`config.mk`:
```
export PLATFORM = sky130hd
export DESIGN_NAME = hole_fit_allocator_core
export DESIGN_NICKNAME = d
export VERILOG_FILES = /design/src/rtl/core/hfa_pkg.sv /design/src/rtl/core/hfa_cell.sv /design/src/rtl/core/hole_fit_allocator_core.sv
export SDC_FILE = /design/constraint.sdc
export NUM_CORES = 2
export LEC_CHECK = 0
export BUFFER_PORTS_ARGS = -buffer_cell sky130_fd_sc_hd__buf_4
export CELL_PAD_IN_SITES_DETAIL_PLACEMENT = 1
export CELL_PAD_IN_SITES_GLOBAL_PLACEMENT = 1
export CORE_MARGIN = 2
export CORE_UTILIZATION = 48
export DETAILED_ROUTE_END_ITERATION = 10
export PLACE_DENSITY_LB_ADDON = 0.1
export SETUP_SLACK_MARGIN = 0.02
export SLEW_MARGIN = 25
export SYNTH_ARGS = -nofsm -noshare
export SYNTH_HDL_FRONTEND = slang
export SYNTH_HIERARCHICAL = 1
export SYNTH_SLANG_ARGS = --single-unit
```
`constraint.sdc`:
```
create_clock -name aclk -period 3.3 [get_ports aclk]
set_input_delay 0.495 -clock aclk [delete_from_list [all_inputs] [get_ports aclk]]
set_output_delay 0.495 -clock aclk [all_outputs]
set_load 0.05 [all_outputs]
```
`src/rtl/core/hfa_pkg.sv`:
```
package hfa_pkg;

    // Default sizing of the hole table.
    localparam int DEF_MAX_HOLES = 16;
    localparam int DEF_SIZE_BITS = 16;

    // Fixed widths of the word fields and registers.
    localparam int FIT_MODE_W   = 2;
    localparam int HOLE_COUNT_W = 5;
    localparam int HOLE_IDX_W   = 4;
    localparam int SIZE_FIELD_W = 16;
    localparam int STATUS_W     = 2;
    localparam int CFG_INDEX_W  = 1;
    localparam int CFG_DATA_W   = 5;

    // Placement policies.
    localparam logic [FIT_MODE_W-1:0] FIT_FIRST = 2'd0;
    localparam logic [FIT_MODE_W-1:0] FIT_NEXT  = 2'd1;
    localparam logic [FIT_MODE_W-1:0] FIT_BEST  = 2'd2;
    localparam logic [FIT_MODE_W-1:0] FIT_WORST = 2'd3;

    // Input word kinds.
    localparam logic REQ_LOAD  = 1'b0;
    localparam logic REQ_ALLOC = 1'b1;

    // Result status codes.
    localparam logic [STATUS_W-1:0] STATUS_LOADED    = 2'd0;
    localparam logic [STATUS_W-1:0] STATUS_ALLOCATED = 2'd1;
    localparam logic [STATUS_W-1:0] STATUS_NO_FIT    = 2'd2;

    // Configuration register indexes.
    localparam logic [CFG_INDEX_W-1:0] CFG_FIT_MODE   = 1'b0;
    localparam logic [CFG_INDEX_W-1:0] CFG_HOLE_COUNT = 1'b1;

    // Register reset values.
    localparam logic [FIT_MODE_W-1:0]   FIT_MODE_RESET   = FIT_FIRST;
    localparam logic [HOLE_COUNT_W-1:0] HOLE_COUNT_RESET = 5'd16;

    typedef struct packed {
        logic                    req_type;
        logic [HOLE_IDX_W-1:0]   hole_index;
        logic [SIZE_FIELD_W-1:0] size_value;
        logic                    batch_end;
    } in_item_t;

    typedef struct packed {
        logic [STATUS_W-1:0]     status;
        logic [HOLE_IDX_W-1:0]   hole_number;
        logic [SIZE_FIELD_W-1:0] left_in_hole;
    } out_item_t;

endpackage

```
`src/rtl/core/hfa_cell.sv`:
```
module hfa_cell
    import hfa_pkg::*;
#(
    parameter int  MAX_HOLES = DEF_MAX_HOLES,
    parameter int  SIZE_BITS = DEF_SIZE_BITS,
    parameter int  CELL_IDX  = 0,
    parameter type ctl_t     = logic,
    parameter type probe_t   = logic
) (
    input  logic   aclk,
    input  logic   aresetn,
    input  ctl_t   ctl,
    input  probe_t probe_in,
    output probe_t probe_out
);

    localparam int IDX_W = $clog2(MAX_HOLES);
    localparam int CNT_W = $clog2(MAX_HOLES + 1);
    localparam logic [IDX_W-1:0] MY_IDX = IDX_W'(CELL_IDX);
    localparam logic [CNT_W-1:0] MY_POS = CNT_W'(CELL_IDX);

    logic [SIZE_BITS-1:0] loaded_reg, loaded_next;
    logic [SIZE_BITS-1:0] free_reg, free_next;
    probe_t               probe_reg, probe_next;

    logic load_hit;
    logic sub_hit;
    logic fits;
    logic upper;
    logic take_upper;

    assign load_hit = ctl.load_en && (int'(ctl.load_idx) == CELL_IDX);
    assign sub_hit  = ctl.sub_en && (ctl.sub_idx == MY_IDX);

    always_comb begin
        loaded_next = load_hit ? ctl.load_val : loaded_reg;
        if (ctl.restore) begin
            free_next = loaded_reg;
        end else if (load_hit) begin
            free_next = ctl.load_val;
        end else if (sub_hit) begin
            free_next = free_reg - ctl.need;
        end else begin
            free_next = free_reg;
        end
    end

    // The search word collects two candidates: the upper one from holes at or
    // after the search start, and the lower one from holes before it. Only
    // the next-fit policy uses a nonzero start, so the lower candidate wraps
    // the search around the end of the table.
    always_comb begin
        fits  = probe_in.valid && (MY_POS < ctl.n) && (free_reg >= ctl.need);
        upper = MY_IDX >= ctl.start;
        take_upper = !probe_in.hi_found
                     || ((ctl.mode == FIT_BEST) && (free_reg < probe_in.hi_val))
                     || ((ctl.mode == FIT_WORST) && (free_reg > probe_in.hi_val));
        probe_next = probe_in;
        if (fits && upper) begin
            if (take_upper) begin
                probe_next.hi_found = 1'b1;
                probe_next.hi_idx   = MY_IDX;
                probe_next.hi_val   = free_reg;
            end
        end else if (fits && !probe_in.lo_found) begin
            probe_next.lo_found = 1'b1;
            probe_next.lo_idx   = MY_IDX;
            probe_next.lo_val   = free_reg;
        end
    end

    always_ff @(posedge aclk) begin
        loaded_reg <= loaded_next;
        free_reg   <= free_next;
        if (!aresetn) begin
            probe_reg.valid <= 1'b0;
        end else begin
            probe_reg <= probe_next;
        end
    end

    assign probe_out = probe_reg;

endmodule

```
`src/rtl/core/hole_fit_allocator_core.sv`:
```
// Hole placement allocator. A load word writes one hole's size and restores its
// free size; its result goes through the result register to the output
// register. A request word sends a search word down a chain of one cell per
// hole, one cell per cycle; one word is worked on at a time. The chosen hole is
// charged and, on the last request of a batch, all free sizes and the next-fit
// start are restored in the same cycle the search ends. A finished result
// waits in the output register while the next word is accepted. Reading a
// hole never loaded since reset gives an undefined result.
module hole_fit_allocator_core
    import hfa_pkg::*;
#(
    parameter int MAX_HOLES = DEF_MAX_HOLES,
    parameter int SIZE_BITS = DEF_SIZE_BITS
) (
    input  logic                   aclk,
    input  logic                   aresetn,
    input  logic                   s_valid,
    output logic                   s_ready,
    input  in_item_t               s_data,
    output logic                   m_valid,
    input  logic                   m_ready,
    output out_item_t              m_data,
    input  logic                   cfg_we,
    input  logic [CFG_INDEX_W-1:0] cfg_index,
    input  logic [CFG_DATA_W-1:0]  cfg_data
);

    localparam int IDX_W = $clog2(MAX_HOLES);
    localparam int CNT_W = $clog2(MAX_HOLES + 1);

    localparam logic [1:0] ST_IDLE = 2'd0;
    localparam logic [1:0] ST_SCAN = 2'd1;
    localparam logic [1:0] ST_DONE = 2'd2;

    typedef struct packed {
        logic [SIZE_BITS-1:0]  need;
        logic [FIT_MODE_W-1:0] mode;
        logic [CNT_W-1:0]      n;
        logic [IDX_W-1:0]      start;
        logic                  load_en;
        logic [HOLE_IDX_W-1:0] load_idx;
        logic [SIZE_BITS-1:0]  load_val;
        logic                  sub_en;
        logic [IDX_W-1:0]      sub_idx;
        logic                  restore;
    } ctl_t;

    typedef struct packed {
        logic                 valid;
        logic                 hi_found;
        logic [IDX_W-1:0]     hi_idx;
        logic [SIZE_BITS-1:0] hi_val;
        logic                 lo_found;
        logic [IDX_W-1:0]     lo_idx;
        logic [SIZE_BITS-1:0] lo_val;
    } probe_t;

    logic [1:0]              state_reg, state_next;
    logic [FIT_MODE_W-1:0]   fit_mode_reg, fit_mode_next;
    logic [HOLE_COUNT_W-1:0] hole_count_reg, hole_count_next;
    logic [IDX_W-1:0]        next_start_reg, next_start_next;
    logic [SIZE_BITS-1:0]    need_reg, need_next;
    logic                    batch_reg, batch_next;
    logic                    inject_reg, inject_next;
    out_item_t               res_reg, res_next;
    logic                    m_valid_reg, m_valid_next;
    out_item_t               m_data_reg, m_data_next;

    logic                 accept;
    logic [CNT_W-1:0]     n_eff;
    logic [IDX_W-1:0]     start_eff;
    ctl_t                 ctl;
    probe_t               chain [MAX_HOLES+1];
    probe_t               tail;
    logic                 pick_found;
    logic [IDX_W-1:0]     pick_idx;
    logic [SIZE_BITS-1:0] pick_val;
    logic [SIZE_BITS-1:0] left;

    assign s_ready = (state_reg == ST_IDLE);
    assign accept  = s_valid && s_ready;
    assign m_valid = m_valid_reg;
    assign m_data  = m_data_reg;

    always_comb begin
        if (int'(hole_count_reg) > MAX_HOLES) begin
            n_eff = CNT_W'(MAX_HOLES);
        end else begin
            n_eff = CNT_W'(hole_count_reg);
        end
        if ((fit_mode_reg == FIT_NEXT) && (CNT_W'(next_start_reg) < n_eff)) begin
            start_eff = next_start_reg;
        end else begin
            start_eff = '0;
        end
    end

    // The upper candidate wins; the lower one only covers the wrapped part of
    // a next-fit search.
    assign tail       = chain[MAX_HOLES];
    assign pick_found = tail.hi_found || tail.lo_found;
    assign pick_idx   = tail.hi_found ? tail.hi_idx : tail.lo_idx;
    assign pick_val   = tail.hi_found ? tail.hi_val : tail.lo_val;
    assign left       = pick_val - need_reg;

    always_comb begin
        ctl.need     = need_reg;
        ctl.mode     = fit_mode_reg;
        ctl.n        = n_eff;
        ctl.start    = start_eff;
        ctl.load_en  = accept && (s_data.req_type == REQ_LOAD);
        ctl.load_idx = s_data.hole_index;
        ctl.load_val = SIZE_BITS'(s_data.size_value);
        ctl.sub_en   = (state_reg == ST_SCAN) && tail.valid && pick_found;
        ctl.sub_idx  = pick_idx;
        ctl.restore  = (state_reg == ST_SCAN) && tail.valid && batch_reg;
    end

    always_comb begin
        chain[0]          = '0;
        chain[0].valid    = inject_reg;
    end

    for (genvar i = 0; i < MAX_HOLES; i++) begin : g_cell
        hfa_cell #(
            .MAX_HOLES(MAX_HOLES),
            .SIZE_BITS(SIZE_BITS),
            .CELL_IDX (i),
            .ctl_t    (ctl_t),
            .probe_t  (probe_t)
        ) u_cell (
            .aclk     (aclk),
            .aresetn  (aresetn),
            .ctl      (ctl),
            .probe_in (chain[i]),
            .probe_out(chain[i+1])
        );
    end

    always_comb begin
        state_next      = state_reg;
        fit_mode_next   = fit_mode_reg;
        hole_count_next = hole_count_reg;
        next_start_next = next_start_reg;
        need_next       = need_reg;
        batch_next      = batch_reg;
        inject_next     = 1'b0;
        res_next        = res_reg;
        m_valid_next    = m_valid_reg && !m_ready;
        m_data_next     = m_data_reg;

        if (cfg_we) begin
            case (cfg_index)
                CFG_FIT_MODE:   fit_mode_next = cfg_data[FIT_MODE_W-1:0];
                CFG_HOLE_COUNT: hole_count_next = cfg_data[HOLE_COUNT_W-1:0];
                default:        ;
            endcase
        end

        case (state_reg)
            ST_IDLE: begin
                if (accept) begin
                    if (s_data.req_type == REQ_LOAD) begin
                        res_next.status       = STATUS_LOADED;
                        res_next.hole_number  = s_data.hole_index;
                        res_next.left_in_hole = '0;
                        state_next            = ST_DONE;
                    end else begin
                        need_next   = SIZE_BITS'(s_data.size_value);
                        batch_next  = s_data.batch_end;
                        inject_next = 1'b1;
                        state_next  = ST_SCAN;
                    end
                end
            end
            ST_SCAN: begin
                if (tail.valid) begin
                    if (pick_found) begin
                        res_next.status       = STATUS_ALLOCATED;
                        res_next.hole_number  = HOLE_IDX_W'(pick_idx);
                        res_next.left_in_hole = SIZE_FIELD_W'(left);
                        next_start_next       = pick_idx;
                    end else begin
                        res_next.status       = STATUS_NO_FIT;
                        res_next.hole_number  = '0;
                        res_next.left_in_hole = '0;
                    end
                    if (batch_reg) begin
                        next_start_next = '0;
                    end
                    state_next = ST_DONE;
                end
            end
            ST_DONE: begin
                if (!m_valid_reg || m_ready) begin
                    m_data_next  = res_reg;
                    m_valid_next = 1'b1;
                    state_next   = ST_IDLE;
                end
            end
            default: begin
                state_next = ST_IDLE;
            end
        endcase
    end

    always_ff @(posedge aclk) begin
        need_reg   <= need_next;
        batch_reg  <= batch_next;
        res_reg    <= res_next;
        m_data_reg <= m_data_next;
        if (!aresetn) begin
            state_reg      <= ST_IDLE;
            fit_mode_reg   <= FIT_MODE_RESET;
            hole_count_reg <= HOLE_COUNT_RESET;
            next_start_reg <= '0;
            inject_reg     <= 1'b0;
            m_valid_reg    <= 1'b0;
        end else begin
            state_reg      <= state_next;
            fit_mode_reg   <= fit_mode_next;
            hole_count_reg <= hole_count_next;
            next_start_reg <= next_start_next;
            inject_reg     <= inject_next;
            m_valid_reg    <= m_valid_next;
        end
    end

endmodule
```
==> qor_table.md <==
| Parameter | This run |
| --- | --- |
| Result of the run | complete, but fails checks |
| Violated checks | negative setup slack |
| Number of H-tree levels | 4 |
| Via count | 54,900 |
| Total count of hold-check failures in the final report | 0 |
| Global placer's final weighted congestion | 0.918 |
| Clock sink count | 1,276 |
| Critical path's slowest cell | sky130_fd_sc_hd__or4_4 |
| Maximum single-stage delay on the critical path | 590 ps |
| Fmax | 0.290 GHz |
| Final hold slack | 69.9 ps |
| Arr. time, crit path | 3950 ps |
| Number of nets in the layout | 7,516 |
| Number of port buffers | 56 |
| # DRC | 0 |
| Initial antenna violation count | 18 |
| Cell repeated most along the worst path | sky130_fd_sc_hd__mux2_4 |
| Number of enable flip-flop cells after synthesis | 1,245 |
| Pin count of the biggest net entering global routing | 70 |
| TritonCTS clock tree | built |
| Filler cells | 15,700 |
| Area of the mapped netlist | 74,800 sq um |
| Worst Max-Slew Pin Slew | 1170 ps |
| Area grow syn2layout | 18.2% |
| Final setup violation count | 120 |
| Max Cap Viol | 0 |
| Via density per instance | 6.04 |
| CTS buffer count | 148 |
| Largest voltage drop on the vdd net | 0.000524 V |
| Sort of element at the start of the critical path | flop |
| Fraction of synthesis flops using an asynchronous set or reset pin | 0 |
| Part of the cycle the worst path needs | 1.04 |
| Via count of the first global-routing pass | 56,100 |
| Global routing usage summed across all routing layers | 0.324 |
| Clock skew after layout | 32.6 ps |
| Die extent in y | 399 um |
| CP Buf/Inv Count | 3 |
| Hpwl dp | 185,000 um |
| CP Max Fanout | 5 |
| Tot Pwr | 39.1 mW |
| Power per standard cell area | 442 nW/um^2 |
| Total wire length | 264,000 um |
| Fin crit period | 3450 ps |
| Average instance area after synthesis | 11.9 sq um |
| R2r setup slk | -150 ps |
| DRT antenna net count | 0 |
| Static leakage | 36.0 nW |
| Sequential cell area fraction in the yosys report | 0.508 |
| Io pins | 57 |
| Count of mapped cells out of synthesis | 6,279 |
| Endpoint class of the critical path | flop |
| Register cell area after layout | 38,000 sq um |
| Die Span X | 399 um |
| Non-filler instance count after layout | 9,088 |
| Site Rows | 144 |
| Data required time at the worst endpoint | 3800 ps |
| Max-slew headroom at the worst pin | 0.220 |
| Number of placed cells counting well taps | 8,757 |
| FF+latch count, synth | 1,276 |
| Yosys warns | 6 |
| Number of distinct library cells after synthesis | 120 |
| Root buffer cell | sky130_fd_sc_hd__clkbuf_16 |
| Number of max-slew violations in the final report | 0 |
| Maximum root-to-sink buffer count | 3 |
| Setup TNS | -5940 ps |
| Crit-path leading delay family | simple AND/OR/NAND/NOR gates |
| Final setup slack of the worst path | -148 ps |
| Iteration-0 DRC Markers | 5,136 |
| Die footprint | 159,000 sq um |
| Setup slack at placement | -279 ps |
| Worst Hold Class | primary input to flop |
| Grt total ovfl | 0 |
| Routed WL per cell | 29.1 um |
| Clock transition at the register clock pins on the worst setup and hold paths after CTS | 60 ps |
| Leading register cell type out of synthesis | sky130_fd_sc_hd__edfxtp_1 |
| Area of the core region | 154,000 sq um |
| First-pass GRT wire length | 377,000 um |
| Largest register FFs | 688 |
| Latest clock arrival within the worst-skew pair | 770 ps |
| Unrepaired setup endpoints after global routing | true |
| Proportion of layout cells with a drive suffix above 1 | 0.237 |
| Crit Path Category | flop to flop |
| TritonRoute pass-1 iters | 5 |
| Effective utilization at floorplan | 0.484 |
| Area of combinational cells with multiple inputs | 34,300 sq um |
| Cells traversed along the worst timing path | inv_1, ha_1, nand4_2, or4_4, a21oi_2, nor4_1, buf_4, mux2_4, a21oi_4, clkbuf_16, mux2_4 |
[routing by layer]
layer / global-route usage / up-vias / part of all wire
met3: 0.0441 / 457 / 0.061
met2: 0.539 / 1791 / 0.48
li1: - / 24600 / -
met1: 0.431 / 28100 / 0.42
met4: 0.124 / 2 / 0.043
met5: 0 / - / 0.000072
[layout by cell type, fill, tap and decap left out, types with 29 or more instances in the layout]
| master | instances |
|---|---|
| sky130_fd_sc_hd__a21o_1 | 105 |
| sky130_fd_sc_hd__a21oi_1 | 439 |
| sky130_fd_sc_hd__a221o_1 | 40 |
| sky130_fd_sc_hd__a31oi_1 | 50 |
| sky130_fd_sc_hd__and2_1 | 58 |
| sky130_fd_sc_hd__and3_1 | 42 |
| sky130_fd_sc_hd__buf_12 | 94 |
| sky130_fd_sc_hd__buf_4 | 533 |
| sky130_fd_sc_hd__clkbuf_1 | 29 |
| sky130_fd_sc_hd__clkbuf_16 | 164 |
| sky130_fd_sc_hd__conb_1 | 60 |
| sky130_fd_sc_hd__dfxtp_1 | 29 |
| sky130_fd_sc_hd__edfxtp_1 | 1245 |
| sky130_fd_sc_hd__ha_1 | 504 |
| sky130_fd_sc_hd__inv_1 | 636 |
| sky130_fd_sc_hd__mux2_1 | 82 |
| sky130_fd_sc_hd__mux2_2 | 299 |
| sky130_fd_sc_hd__mux2_4 | 248 |
| sky130_fd_sc_hd__mux2i_1 | 46 |
| sky130_fd_sc_hd__nand2_1 | 303 |
| sky130_fd_sc_hd__nand2b_1 | 115 |
| sky130_fd_sc_hd__nand3_1 | 107 |
| sky130_fd_sc_hd__nand4_1 | 102 |
| sky130_fd_sc_hd__nor2_1 | 260 |
| sky130_fd_sc_hd__nor2b_1 | 101 |
| sky130_fd_sc_hd__nor3_1 | 89 |
| sky130_fd_sc_hd__nor3b_1 | 45 |
| sky130_fd_sc_hd__o211ai_1 | 39 |
| sky130_fd_sc_hd__o21a_1 | 49 |
| sky130_fd_sc_hd__o21ai_0 | 186 |
| sky130_fd_sc_hd__o21ai_1 | 42 |
| sky130_fd_sc_hd__o21bai_1 | 36 |
| sky130_fd_sc_hd__o31ai_1 | 31 |
| sky130_fd_sc_hd__or2_2 | 29 |
| sky130_fd_sc_hd__xnor2_1 | 94 |
| sky130_fd_sc_hd__xor2_1 | 70 |
[worst paths after layout]
check	startpoint	cells after the start	end
max	g_cell[8].u_cell/probe_out[34]	11	g_cell[9].u_cell/probe_out[24]
min	m_ready	3	m_valid
max reg2reg	g_cell[8].u_cell/probe_out[34]	11	g_cell[9].u_cell/probe_out[24]
min reg2reg	res_reg[0]	0	m_data[0]
[cells in the mapped netlist (70+ instances only)]
cell	count	area, sq um
sky130_fd_sc_hd__nand2b_1	126	788
sky130_fd_sc_hd__nand3_1	107	536
sky130_fd_sc_hd__nor2_1	267	1000
sky130_fd_sc_hd__inv_1	643	2410
sky130_fd_sc_hd__xor2_1	70	613
sky130_fd_sc_hd__clkbuf_1	117	439
sky130_fd_sc_hd__a21o_1	105	788
sky130_fd_sc_hd__a21oi_1	448	2240
sky130_fd_sc_hd__nor3_1	91	455
sky130_fd_sc_hd__mux2_4	212	3180
sky130_fd_sc_hd__o21ai_0	205	1030
sky130_fd_sc_hd__xnor2_1	94	823
sky130_fd_sc_hd__nor2b_1	105	657
sky130_fd_sc_hd__nand2_1	305	1140
sky130_fd_sc_hd__ha_1	530	6630
sky130_fd_sc_hd__mux2_1	105	1180
sky130_fd_sc_hd__edfxtp_1	1245	37400
sky130_fd_sc_hd__nand4_1	102	638
sky130_fd_sc_hd__mux2_2	312	3510
[worst reg2reg max path, stage by stage, from the launching register on]
cell and delay (ps):
sky130_fd_sc_hd__edfxtp_1 460, sky130_fd_sc_hd__inv_1 90, sky130_fd_sc_hd__ha_1 340, sky130_fd_sc_hd__nand4_2 120
sky130_fd_sc_hd__or4_4 590, sky130_fd_sc_hd__a21oi_2 190, sky130_fd_sc_hd__nor4_1 100, sky130_fd_sc_hd__buf_4 160
sky130_fd_sc_hd__mux2_4 310, sky130_fd_sc_hd__a21oi_4 300, sky130_fd_sc_hd__clkbuf_16 230, sky130_fd_sc_hd__mux2_4 300
[report_power, final]
| group | leakage (nW) | switching (mW) | internal [mW] |
|---|---|---|---|
| Sequential | 12.0 | 0.410 | 18.5 |
| Clock | 2.21 | 6.81 | 9.07 |
| Combinational | 21.8 | 2.48 | 1.82 |
[timing repair]
item                       CTS  global route
resized for setup           60           147
buffers inserted            12            43
setup endpoints to repair  506           528
hold buffers                 1             0
hold endpoints to repair     1             0
pin swaps                   14            47
gates cloned                 6            13
[final cells by class]
| class | instances | area share |
|---|---|---|
| sequential | 1276 | 0.430 |
| multi-input combinational | 4196 | 0.388 |
| timing repair buffer | 665 | 0.0740 |
| clock buffer | 185 | 0.0448 |
| tap | 2044 | 0.0289 |
| inverter | 649 | 0.0276 |
| clock inverter | 69 | 0.00631 |
| antenna | 4 | 0.000113 |
[logic make-up after synthesis]
group	share of synthesized area
multiplexers	0.112
buffers and inverters	0.0493
flip-flops	0.508
adder cells (fa/ha/maj)	0.0933
AO/OA/AOI/OAI	0.112
AND/OR/NAND/NOR	0.106
other	0.0000502
XOR/XNOR	0.0192
[metrics by stage]
step,area [sq um],util
after floorplan,75200,-
after global placement,82100,0.531
after detailed placement,82100,0.531
after CTS,87000,0.563
after global routing,88400,0.572
final,88400,0.572
No activity file was read; power rests on OpenSTA's default activity.
